`src/design/sps_pkg.sv`:
```
// Shared types and constants for the stepper position sequencer.
package sps_pkg;

   localparam int POS_W      = 16;
   localparam int MAX_W      = 15;
   localparam int CSR_IDX_W  = 8;
   localparam int CSR_DATA_W = 16;

   typedef logic signed [POS_W-1:0] pos_type;
   typedef logic [MAX_W-1:0]        maxpos_type;

   // Item kinds on the request channel
   typedef enum logic {
      CMD_TICK = 1'b0,
      CMD_GOAL = 1'b1
   } cmd_type;

   // Configuration register indexes
   typedef enum logic [CSR_IDX_W-1:0] {
      REG_MAX_POSITION = 8'd0,
      REG_START_GOAL   = 8'd1
   } reg_index_type;

   localparam maxpos_type  MAX_POSITION_RESET = 15'd1000;
   localparam pos_type     START_GOAL_RESET   = 16'sd0;
   // Ticks per step: forward moves run slow, backward moves every tick
   localparam logic [2:0]  FWD_DIVIDER        = 3'd7;
   localparam logic [2:0]  REV_DIVIDER        = 3'd0;

   // One result beat
   typedef struct packed {
      logic    coil_a;
      logic    coil_b;
      logic    coil_c;
      logic    coil_d;
      pos_type position;
      logic    homed;
      logic    goal_accepted;
   } rsp_payload_type;

   // Current motor state as seen by the top level
   typedef struct packed {
      pos_type position;
      logic    homed;
   } core_status_type;

endpackage

```
`src/design/sps_req_if.sv`:
```
// Request channel: tick or goal command beats.
interface sps_req_if;
   import sps_pkg::*;

   logic    valid;
   logic    ready;
   logic    cmd;
   pos_type goal;

   modport source (output valid, output cmd, output goal, input ready);
   modport sink   (input valid, input cmd, input goal, output ready);
endinterface

```
`src/design/sps_rsp_if.sv`:
```
// Result channel: coil drive pattern and position status beats.
interface sps_rsp_if;
   import sps_pkg::*;

   logic    valid;
   logic    ready;
   logic    coil_a;
   logic    coil_b;
   logic    coil_c;
   logic    coil_d;
   pos_type position;
   logic    homed;
   logic    goal_accepted;

   modport source (output valid, output coil_a, output coil_b, output coil_c, output coil_d,
                   output position, output homed, output goal_accepted, input ready);
   modport sink   (input valid, input coil_a, input coil_b, input coil_c, input coil_d,
                   input position, input homed, input goal_accepted, output ready);
endinterface

```
`src/design/sps_csr_if.sv`:
```
// Configuration write channel.
interface sps_csr_if;
   import sps_pkg::*;

   logic                  valid;
   logic                  ready;
   logic [CSR_IDX_W-1:0]  index;
   logic [CSR_DATA_W-1:0] data;

   modport source (output valid, output index, output data, input ready);
   modport sink   (input valid, input index, input data, output ready);
endinterface

```
`src/design/sps_csr.sv`:
```
// Configuration register file of the stepper position sequencer.
module sps_csr (
   input  logic               clock,
   input  logic               reset,
   sps_csr_if.sink            csr_bus,
   output sps_pkg::maxpos_type max_position
);
   import sps_pkg::*;

   maxpos_type max_position_ff;
   maxpos_type max_position_in;

   // Writes are always taken
   assign csr_bus.ready = 1'b1;

   // Register decode; start goal is reloaded by reset together with target,
   // so a write to it leaves no lasting effect and needs no storage
   always_comb begin
      max_position_in = max_position_ff;
      if (csr_bus.valid) begin
         unique case (csr_bus.index)
            REG_MAX_POSITION: max_position_in = csr_bus.data[MAX_W-1:0];
            REG_START_GOAL:   max_position_in = max_position_ff;
            default:          max_position_in = max_position_ff;
         endcase
      end
   end

   always_ff @(posedge clock) begin
      if (reset) begin
         max_position_ff <= MAX_POSITION_RESET;
      end else begin
         max_position_ff <= max_position_in;
      end
   end

   assign max_position = max_position_ff;

endmodule

```
`src/design/sps_core.sv`:
```
// Motor state registers and the combinational step/goal update logic.
module sps_core (
   input  logic                    clock,
   input  logic                    reset,
   input  logic                    step_en,
   input  logic                    cmd,
   input  sps_pkg::pos_type        goal,
   input  sps_pkg::maxpos_type     max_position,
   output sps_pkg::rsp_payload_type result,
   output sps_pkg::core_status_type status
);
   import sps_pkg::*;

   pos_type    pos_ff, pos_in;
   pos_type    target_ff, target_in;
   logic [1:0] phase_ff, phase_in;
   logic       homed_ff, homed_in;
   logic [2:0] tick_ff, tick_in;
   logic [2:0] div_ff, div_in;
   logic       accepted;
   logic [3:0] tick_next;
   pos_type    max_ext;

   assign max_ext   = pos_type'({1'b0, max_position});
   assign tick_next = {1'b0, tick_ff} + 4'd1;

   // Next state for one beat
   always_comb begin
      pos_in    = pos_ff;
      target_in = target_ff;
      phase_in  = phase_ff;
      homed_in  = homed_ff;
      tick_in   = tick_ff;
      div_in    = div_ff;
      accepted  = 1'b0;
      if (cmd == CMD_TICK) begin
         if (!homed_ff) begin
            // homing run: step forward until the end position
            if (pos_ff != max_ext) begin
               pos_in   = pos_ff + 16'sd1;
               phase_in = phase_ff + 2'd1;
            end else begin
               homed_in = 1'b1;
               tick_in  = 3'd0;
               div_in   = 3'd0;
            end
         end else if (tick_next >= {1'b0, div_ff}) begin
            tick_in = 3'd0;
            if (target_ff > pos_ff) begin
               pos_in   = pos_ff + 16'sd1;
               phase_in = phase_ff + 2'd1;
            end else if (target_ff < pos_ff) begin
               pos_in   = pos_ff - 16'sd1;
               phase_in = phase_ff - 2'd1;
            end
         end else begin
            tick_in = tick_next[2:0];
         end
      end else if (goal <= max_ext) begin
         // goal at or below the maximum position: pick divider by direction
         div_in    = (goal < pos_ff) ? REV_DIVIDER : FWD_DIVIDER;
         target_in = goal;
         accepted  = 1'b1;
      end
   end

   always_ff @(posedge clock) begin
      if (reset) begin
         pos_ff    <= '0;
         target_ff <= START_GOAL_RESET;
         phase_ff  <= '0;
         homed_ff  <= 1'b0;
         tick_ff   <= '0;
         div_ff    <= '0;
      end else if (step_en) begin
         pos_ff    <= pos_in;
         target_ff <= target_in;
         phase_ff  <= phase_in;
         homed_ff  <= homed_in;
         tick_ff   <= tick_in;
         div_ff    <= div_in;
      end
   end

   // Two-phase-on coil pattern from the updated phase
   always_comb begin
      result.coil_a        = (phase_in == 2'd0) || (phase_in == 2'd3);
      result.coil_b        = (phase_in == 2'd0) || (phase_in == 2'd1);
      result.coil_c        = (phase_in == 2'd1) || (phase_in == 2'd2);
      result.coil_d        = (phase_in == 2'd2) || (phase_in == 2'd3);
      result.position      = pos_in;
      result.homed         = homed_in;
      result.goal_accepted = accepted;
   end

   assign status.position = pos_ff;
   assign status.homed    = homed_ff;

endmodule

```
`src/design/stepper_position_sequencer.sv`:
```
// Top level of the stepper position sequencer.
// Full-step, two-phase-on position control for a four-coil stepper. Each request
// beat is a tick or a goal command and produces exactly one result beat carrying
// the coil pattern, position, homed flag and goal acceptance. A beat is accepted
// every clock cycle while the result register is empty or being drained; the
// result is registered and appears in the cycle after acceptance. The whole
// update is one pass of logic between the state registers and the result
// register. Configuration writes are accepted every cycle.
module stepper_position_sequencer (
   input logic     clock,
   input logic     reset,
   sps_req_if.sink   req_bus,
   sps_rsp_if.source rsp_bus,
   sps_csr_if.sink   csr_bus
);
   import sps_pkg::*;

   maxpos_type      max_position;
   rsp_payload_type result;
   core_status_type status;
   logic            req_accept;
   logic            rsp_valid_ff, rsp_valid_in;
   rsp_payload_type rsp_data_ff, rsp_data_in;

   sps_csr u_csr (
      .clock        (clock),
      .reset        (reset),
      .csr_bus      (csr_bus),
      .max_position (max_position)
   );

   sps_core u_core (
      .clock        (clock),
      .reset        (reset),
      .step_en      (req_accept),
      .cmd          (req_bus.cmd),
      .goal         (req_bus.goal),
      .max_position (max_position),
      .result       (result),
      .status       (status)
   );

   // Handshake: take a beat whenever the result slot is free or draining
   assign req_bus.ready = !rsp_valid_ff || rsp_bus.ready;
   assign req_accept    = req_bus.valid && req_bus.ready;

   always_comb begin
      rsp_valid_in = rsp_valid_ff;
      rsp_data_in  = rsp_data_ff;
      if (req_accept) begin
         rsp_valid_in = 1'b1;
         rsp_data_in  = result;
      end else if (rsp_bus.ready) begin
         rsp_valid_in = 1'b0;
      end
   end

   always_ff @(posedge clock) begin
      if (reset) begin
         rsp_valid_ff <= 1'b0;
      end else begin
         rsp_valid_ff <= rsp_valid_in;
      end
   end

   always_ff @(posedge clock) begin
      rsp_data_ff <= rsp_data_in;
   end

   assign rsp_bus.valid         = rsp_valid_ff;
   assign rsp_bus.coil_a        = rsp_data_ff.coil_a;
   assign rsp_bus.coil_b        = rsp_data_ff.coil_b;
   assign rsp_bus.coil_c        = rsp_data_ff.coil_c;
   assign rsp_bus.coil_d        = rsp_data_ff.coil_d;
   assign rsp_bus.position      = rsp_data_ff.position;
   assign rsp_bus.homed         = rsp_data_ff.homed;
   assign rsp_bus.goal_accepted = rsp_data_ff.goal_accepted;

   // A tick never reports an accepted goal, and always yields a result beat
   a_tick_result : assert property (@(posedge clock) disable iff (reset)
      req_accept && (req_bus.cmd == CMD_TICK) |=> rsp_bus.valid && !rsp_bus.goal_accepted)
      else $error("tick beat produced bad result");

   // A goal command never moves the motor
   a_goal_no_move : assert property (@(posedge clock) disable iff (reset)
      req_accept && (req_bus.cmd == CMD_GOAL) |=> rsp_bus.position == $past(status.position))
      else $error("goal command moved the motor");

   // Homed flag only clears on reset
   a_homed_sticky : assert property (@(posedge clock) disable iff (reset)
      status.homed |=> status.homed)
      else $error("homed flag dropped");

endmodule
```
`src/flat_wrapper.sv`:
```
// flat-port wrapper written by rule: the top's interface ports become plain ports
module stepper_position_sequencer_flat import sps_pkg::*;
  (clock, reset, req_bus_valid, req_bus_cmd, req_bus_goal, req_bus_ready, rsp_bus_valid, rsp_bus_coil_a, rsp_bus_coil_b, rsp_bus_coil_c, rsp_bus_coil_d, rsp_bus_position, rsp_bus_homed, rsp_bus_goal_accepted, rsp_bus_ready, csr_bus_valid, csr_bus_index, csr_bus_data, csr_bus_ready);
  sps_req_if req_bus_i ();
  sps_rsp_if rsp_bus_i ();
  sps_csr_if csr_bus_i ();
  input logic clock;
  input logic reset;
  input wire logic [$bits(req_bus_i.valid)-1:0] req_bus_valid;
  input wire logic [$bits(req_bus_i.cmd)-1:0] req_bus_cmd;
  input wire logic [$bits(req_bus_i.goal)-1:0] req_bus_goal;
  output wire logic [$bits(req_bus_i.ready)-1:0] req_bus_ready;
  output wire logic [$bits(rsp_bus_i.valid)-1:0] rsp_bus_valid;
  output wire logic [$bits(rsp_bus_i.coil_a)-1:0] rsp_bus_coil_a;
  output wire logic [$bits(rsp_bus_i.coil_b)-1:0] rsp_bus_coil_b;
  output wire logic [$bits(rsp_bus_i.coil_c)-1:0] rsp_bus_coil_c;
  output wire logic [$bits(rsp_bus_i.coil_d)-1:0] rsp_bus_coil_d;
  output wire logic [$bits(rsp_bus_i.position)-1:0] rsp_bus_position;
  output wire logic [$bits(rsp_bus_i.homed)-1:0] rsp_bus_homed;
  output wire logic [$bits(rsp_bus_i.goal_accepted)-1:0] rsp_bus_goal_accepted;
  input wire logic [$bits(rsp_bus_i.ready)-1:0] rsp_bus_ready;
  input wire logic [$bits(csr_bus_i.valid)-1:0] csr_bus_valid;
  input wire logic [$bits(csr_bus_i.index)-1:0] csr_bus_index;
  input wire logic [$bits(csr_bus_i.data)-1:0] csr_bus_data;
  output wire logic [$bits(csr_bus_i.ready)-1:0] csr_bus_ready;
  assign req_bus_i.valid = req_bus_valid;
  assign req_bus_i.cmd = req_bus_cmd;
  assign req_bus_i.goal = req_bus_goal;
  assign req_bus_ready = req_bus_i.ready;
  assign rsp_bus_valid = rsp_bus_i.valid;
  assign rsp_bus_coil_a = rsp_bus_i.coil_a;
  assign rsp_bus_coil_b = rsp_bus_i.coil_b;
  assign rsp_bus_coil_c = rsp_bus_i.coil_c;
  assign rsp_bus_coil_d = rsp_bus_i.coil_d;
  assign rsp_bus_position = rsp_bus_i.position;
  assign rsp_bus_homed = rsp_bus_i.homed;
  assign rsp_bus_goal_accepted = rsp_bus_i.goal_accepted;
  assign rsp_bus_i.ready = rsp_bus_ready;
  assign csr_bus_i.valid = csr_bus_valid;
  assign csr_bus_i.index = csr_bus_index;
  assign csr_bus_i.data = csr_bus_data;
  assign csr_bus_ready = csr_bus_i.ready;
  stepper_position_sequencer u_core (.clock(clock), .reset(reset), .req_bus(req_bus_i), .rsp_bus(rsp_bus_i), .csr_bus(csr_bus_i));
endmodule
```
`config.mk`:
```
export PLATFORM = sky130hd
export DESIGN_NAME = stepper_position_sequencer_flat
export DESIGN_NICKNAME = d
export VERILOG_FILES = /design/src/design/sps_pkg.sv /design/src/design/sps_req_if.sv /design/src/design/sps_rsp_if.sv /design/src/design/sps_csr_if.sv /design/src/design/sps_csr.sv /design/src/design/sps_core.sv /design/src/design/stepper_position_sequencer.sv /design/src/flat_wrapper.sv
export SDC_FILE = /design/constraint.sdc
export NUM_CORES = 1
export LEC_CHECK = 0
export BUFFER_PORTS_ARGS = -buffer_cell sky130_fd_sc_hd__buf_2
export CELL_PAD_IN_SITES_DETAIL_PLACEMENT = 1
export CELL_PAD_IN_SITES_GLOBAL_PLACEMENT = 2
export CORE_ASPECT_RATIO = 1.5
export CORE_MARGIN = 5
export CORE_UTILIZATION = 30
export CTS_CLUSTER_DIAMETER = 120
export CTS_CLUSTER_SIZE = 14
export DETAILED_ROUTE_END_ITERATION = 8
export HOLD_SLACK_MARGIN = 0.12
export PLACE_DENSITY_LB_ADDON = 0.08
export SKIP_LAST_GASP = 1
export SLEW_MARGIN = 20
export SYNTH_ARGS = -nofsm -noshare
export SYNTH_HDL_FRONTEND = slang
export SYNTH_SLANG_ARGS = --single-unit
```
`constraint.sdc`:
```
create_clock -name clock -period 3.3 [get_ports clock]
set_input_delay 0.33 -clock clock [delete_from_list [all_inputs] [get_ports clock]]
set_output_delay 0.33 -clock clock [all_outputs]
set_load 0.02 [all_outputs]
```
==> run_results.csv <==
group,metric,value,unit
finish,final_cell_area,7611,µm²
place,place_area,7078,µm²
route,vias,6015,
finish,final_common_cell,"buf_4",
sta,period_share,0.9864,
place,place_congestion,0.9239,
route,avgViaCountPerCell,5.488,
sta,rsz0062_at_grt,"yes",
sta,slew_viol_final,0,
finish,final_nets,937,
route,dr.pass1.iters,4,
finish,mostFrequentLayoutCells,"88 x buf_4, 74 x nand2_1, 68 x buf_2",
synthesis,synth_edf_count,22,
synthesis,postSynthCellCount,708,
worst_setup_path,path_buf_inv,2,
worst_setup_path,reg2reg_slack,0.04,ns
job,cap_viol_max_count,0,
floorplanning,core-area,19240,µm²
clock_network,cts_made_buffers,9,
grt,grt_pass1_vias,6546,
place,hpwl,19.67,mm
finish,drive_above_1_share,0.2738,
worst_hold_path,hold_class,"primary input to register",
worst_setup_path,path_class,"register to register",
synthesis,netlist_area,5887,µm²
sta,finalHoldViolations,0,
worst_setup_path,critical_path_peak_fanout,5,
worst_setup_path,cp-end-kind,"register",
synthesis,syn-num-nets,810,
worst_setup_path,critical_path.top_delay_family,"compound AO/OA/AOI/OAI gates",
clock_network,ctsHtreeMaxLevel,3,
clock_network,cts_tree,"done",
route,drc,0,
worst_setup_path,crit_required,3.40,ns
synthesis,async_flop_share,0,
sta,worst_slack,0.04495,ns
pwr,design_power_total,3.099,mW
clock_network,clkSlewWorstSetupHoldPaths,0.07,ns
clock_network,clockBufferDepth,2,
grt,grt_pass1_wl,37.66,mm
route,ant_nets,0,
sta,finalCriticalPeriod,3.255,ns
grt,grt_max_degree,31,
finish,antenna_cells,0,
grt,grt-ovfl-total,0,
worst_setup_path,cp_cell_sequence,"inv_1, ha_1, nand4_1, buf_4, nor2_4, o311ai_4, and3_4, nor2_4, a2111oi_4, o21a_1, xnor2_1, ha_1, or2_2",
synthesis,synth_top_family_by_area,"simple AND/OR/NAND/NOR gates",
floorplanning,rows,62,
synthesis,synth_compound_area_frac,0.1962,
sta,fmax,307.2,MHz
sta,slew-limit-headroom,0.6058,
floorplanning,ios,71,
synthesis,synth_warnings,0,
floorplanning,die_w,124.4,µm
synthesis,ys_seq_elements,77,
grt,antenna_found_initial,0,
clock_network,cts-root-buf,"clkbuf_16",
synthesis,ys.flop_type,"dfxtp_1",
pwr,leakagePower,3.248,nW
route,wl_per_cell,22.37,µm
place,portBuffers,68,
floorplanning,initial_utilization,0.3060,
floorplanning,die_h,181.6,µm
route,drt_iter0_drc,182,
sta,tightest_slew,0.5852,ns
worst_setup_path,slowest_stage,"o311ai_4",
clock_network,clock_latency,0.36,ns
worst_setup_path,start_kind,"register",
floorplanning,dieArea,22580,µm²
synthesis,synth_fa_ha_area_frac,0.1190,
synthesis,synth_cell_types,83,
pwr,vdd_drop_max,0.0002093,V
sta,tns,0,ns
synthesis,synth.area.mux_share,0.06567,
clock_network,clock-sinks,77,
sta,setup_violations,0,
grt,grt_usage,0.2147,
place,place_ws,-0.09316,ns
worst_setup_path,arrival,3.36,ns
sta,whs,0.1872,ns
worst_setup_path,slowest_delay,0.38,ns
run_status,outcome,"finished, final reports clean",
finish,syn_to_final_growth,29.29,%
synthesis,synthXorXnorAreaFrac,0.04463,
sta,skew,0.01247,ns
synthesis,ys_seq_area_frac,0.2993,
route,drt_wl_total,24.51,mm
pwr,power_density,407.1,nW/µm²
synthesis,syn_area_per_cell,8.315,µm²
synthesis,synth-simple-area-share,0.2170,
[per-layer routing]
metal / part of all wire / global-route usage / vias up / routed length, µm
met5: 0 / 0 / - / 0
met4: 0.050 / 0.1075 / 0 / 1235
met3: 0.031 / 0.03028 / 60 / 761
met2: 0.53 / 0.4003 / 124 / 12990
met1: 0.39 / 0.2351 / 2983 / 9527
li1: - / - / 2848 / -
[final timing paths]
kind | to | depth (start not counted) | start
max | u_core.rsp_bus.coil_b$_DFFE_PP_ | 13 | u_core.u_core.pos_ff[5]$_SDFFE_PP0P_
min | u_core.u_csr.max_position[9]$_SDFFE_PP1P_ | 3 | csr_bus_data[9]
max reg2reg | u_core.rsp_bus.coil_b$_DFFE_PP_ | 13 | u_core.u_core.pos_ff[5]$_SDFFE_PP0P_
min reg2reg | u_core.u_core.target_ff[1]$_SDFFE_PP0P_ | 2 | u_core.u_core.target_ff[1]$_SDFFE_PP0P_
[registers in the layout, summed over array words and instances (netlist names)]
signal                        cells
u_core.rsp_bus.position          16
u_core.u_core.pos_ff             16
u_core.u_core.target_ff          16
u_core.u_csr.max_position        15
u_core.u_core.tick_ff             3
u_core.u_core.phase_ff            2
u_core.rsp_bus.coil_a             1
u_core.rsp_bus.coil_b             1
u_core.rsp_bus.coil_c             1
u_core.rsp_bus.coil_d             1
u_core.rsp_bus.goal_accepted      1
u_core.rsp_bus.homed              1
u_core.rsp_bus.valid              1
u_core.u_core.div_ff              1
u_core.u_core.homed_ff            1
[cell type report]
class | instances | area (µm²)
Clock buffer | 11 | 264.0
Sequential cell | 77 | 1772
Timing Repair Buffer | 156 | 1001
Inverter | 45 | 175.2
Tap cell | 256 | 320.3
Clock inverter | 5 | 61.31
Multi-Input combinational cell | 546 | 4018
Fill cell | 2400 | 11630
[cell families after synthesis]
family / Yosys count
xor+xnor: 30
fa+ha+maj: 56
simple gates: 252
compound gates: 169
flops: 77
other cells: 1
buf+inv: 85
mux: 38
[worst reg2reg max path: stages (launching register included)]
cell and delay, ns:
dfxtp_2 0.34, inv_1 0.06, ha_1 0.32, nand4_1 0.16, buf_4 0.16, nor2_4 0.04, o311ai_4 0.38, and3_4 0.28
nor2_4 0.05, a2111oi_4 0.38, o21a_1 0.24, xnor2_1 0.11, ha_1 0.20, or2_2 0.28
[metrics by stage]
step,utilization,instances
floorplan,-,708
global placement,0.3679,1075
detailed placement,0.3679,1075
CTS,0.3851,1091
global route,0.3956,1096
finish,0.3956,1096
[synthesized netlist by cell type, types with 7 or more instances]
cell type  instances  area share
nand4_1           13       0.014
a21oi_1           46       0.039
o21ai_0           27       0.023
buf_2              7      0.0060
nor3_1            25       0.021
nor4_1            16       0.017
nand2_1           74       0.047
clkbuf_1          30       0.019
a31oi_1            7      0.0074
inv_1             41       0.026
xnor2_1           12       0.018
nor2_1            55       0.035
o21a_1             9       0.011
dfxtp_1           55        0.19
a21o_1             7      0.0089
xor2_1            18       0.027
mux2i_1           33       0.056
edfxtp_1          22        0.11
ha_1              56        0.12
nand3_1           18       0.015
[what timing repair did]
item / CTS / global route
hold buffers: 0 / 0
setup endpoints to repair: 5 / 15
setup buffers: 0 / 5
resized for setup: 2 / 30
pin swaps: 2 / 16
[power by group]
group	internal, mW	leakage, nW	switching [mW]
clock	0.660	0.162	0.454
sequential	1.02	0.669	0.0254
combinational	0.365	2.42	0.574
No activity file was read; power rests on OpenSTA's default activity.
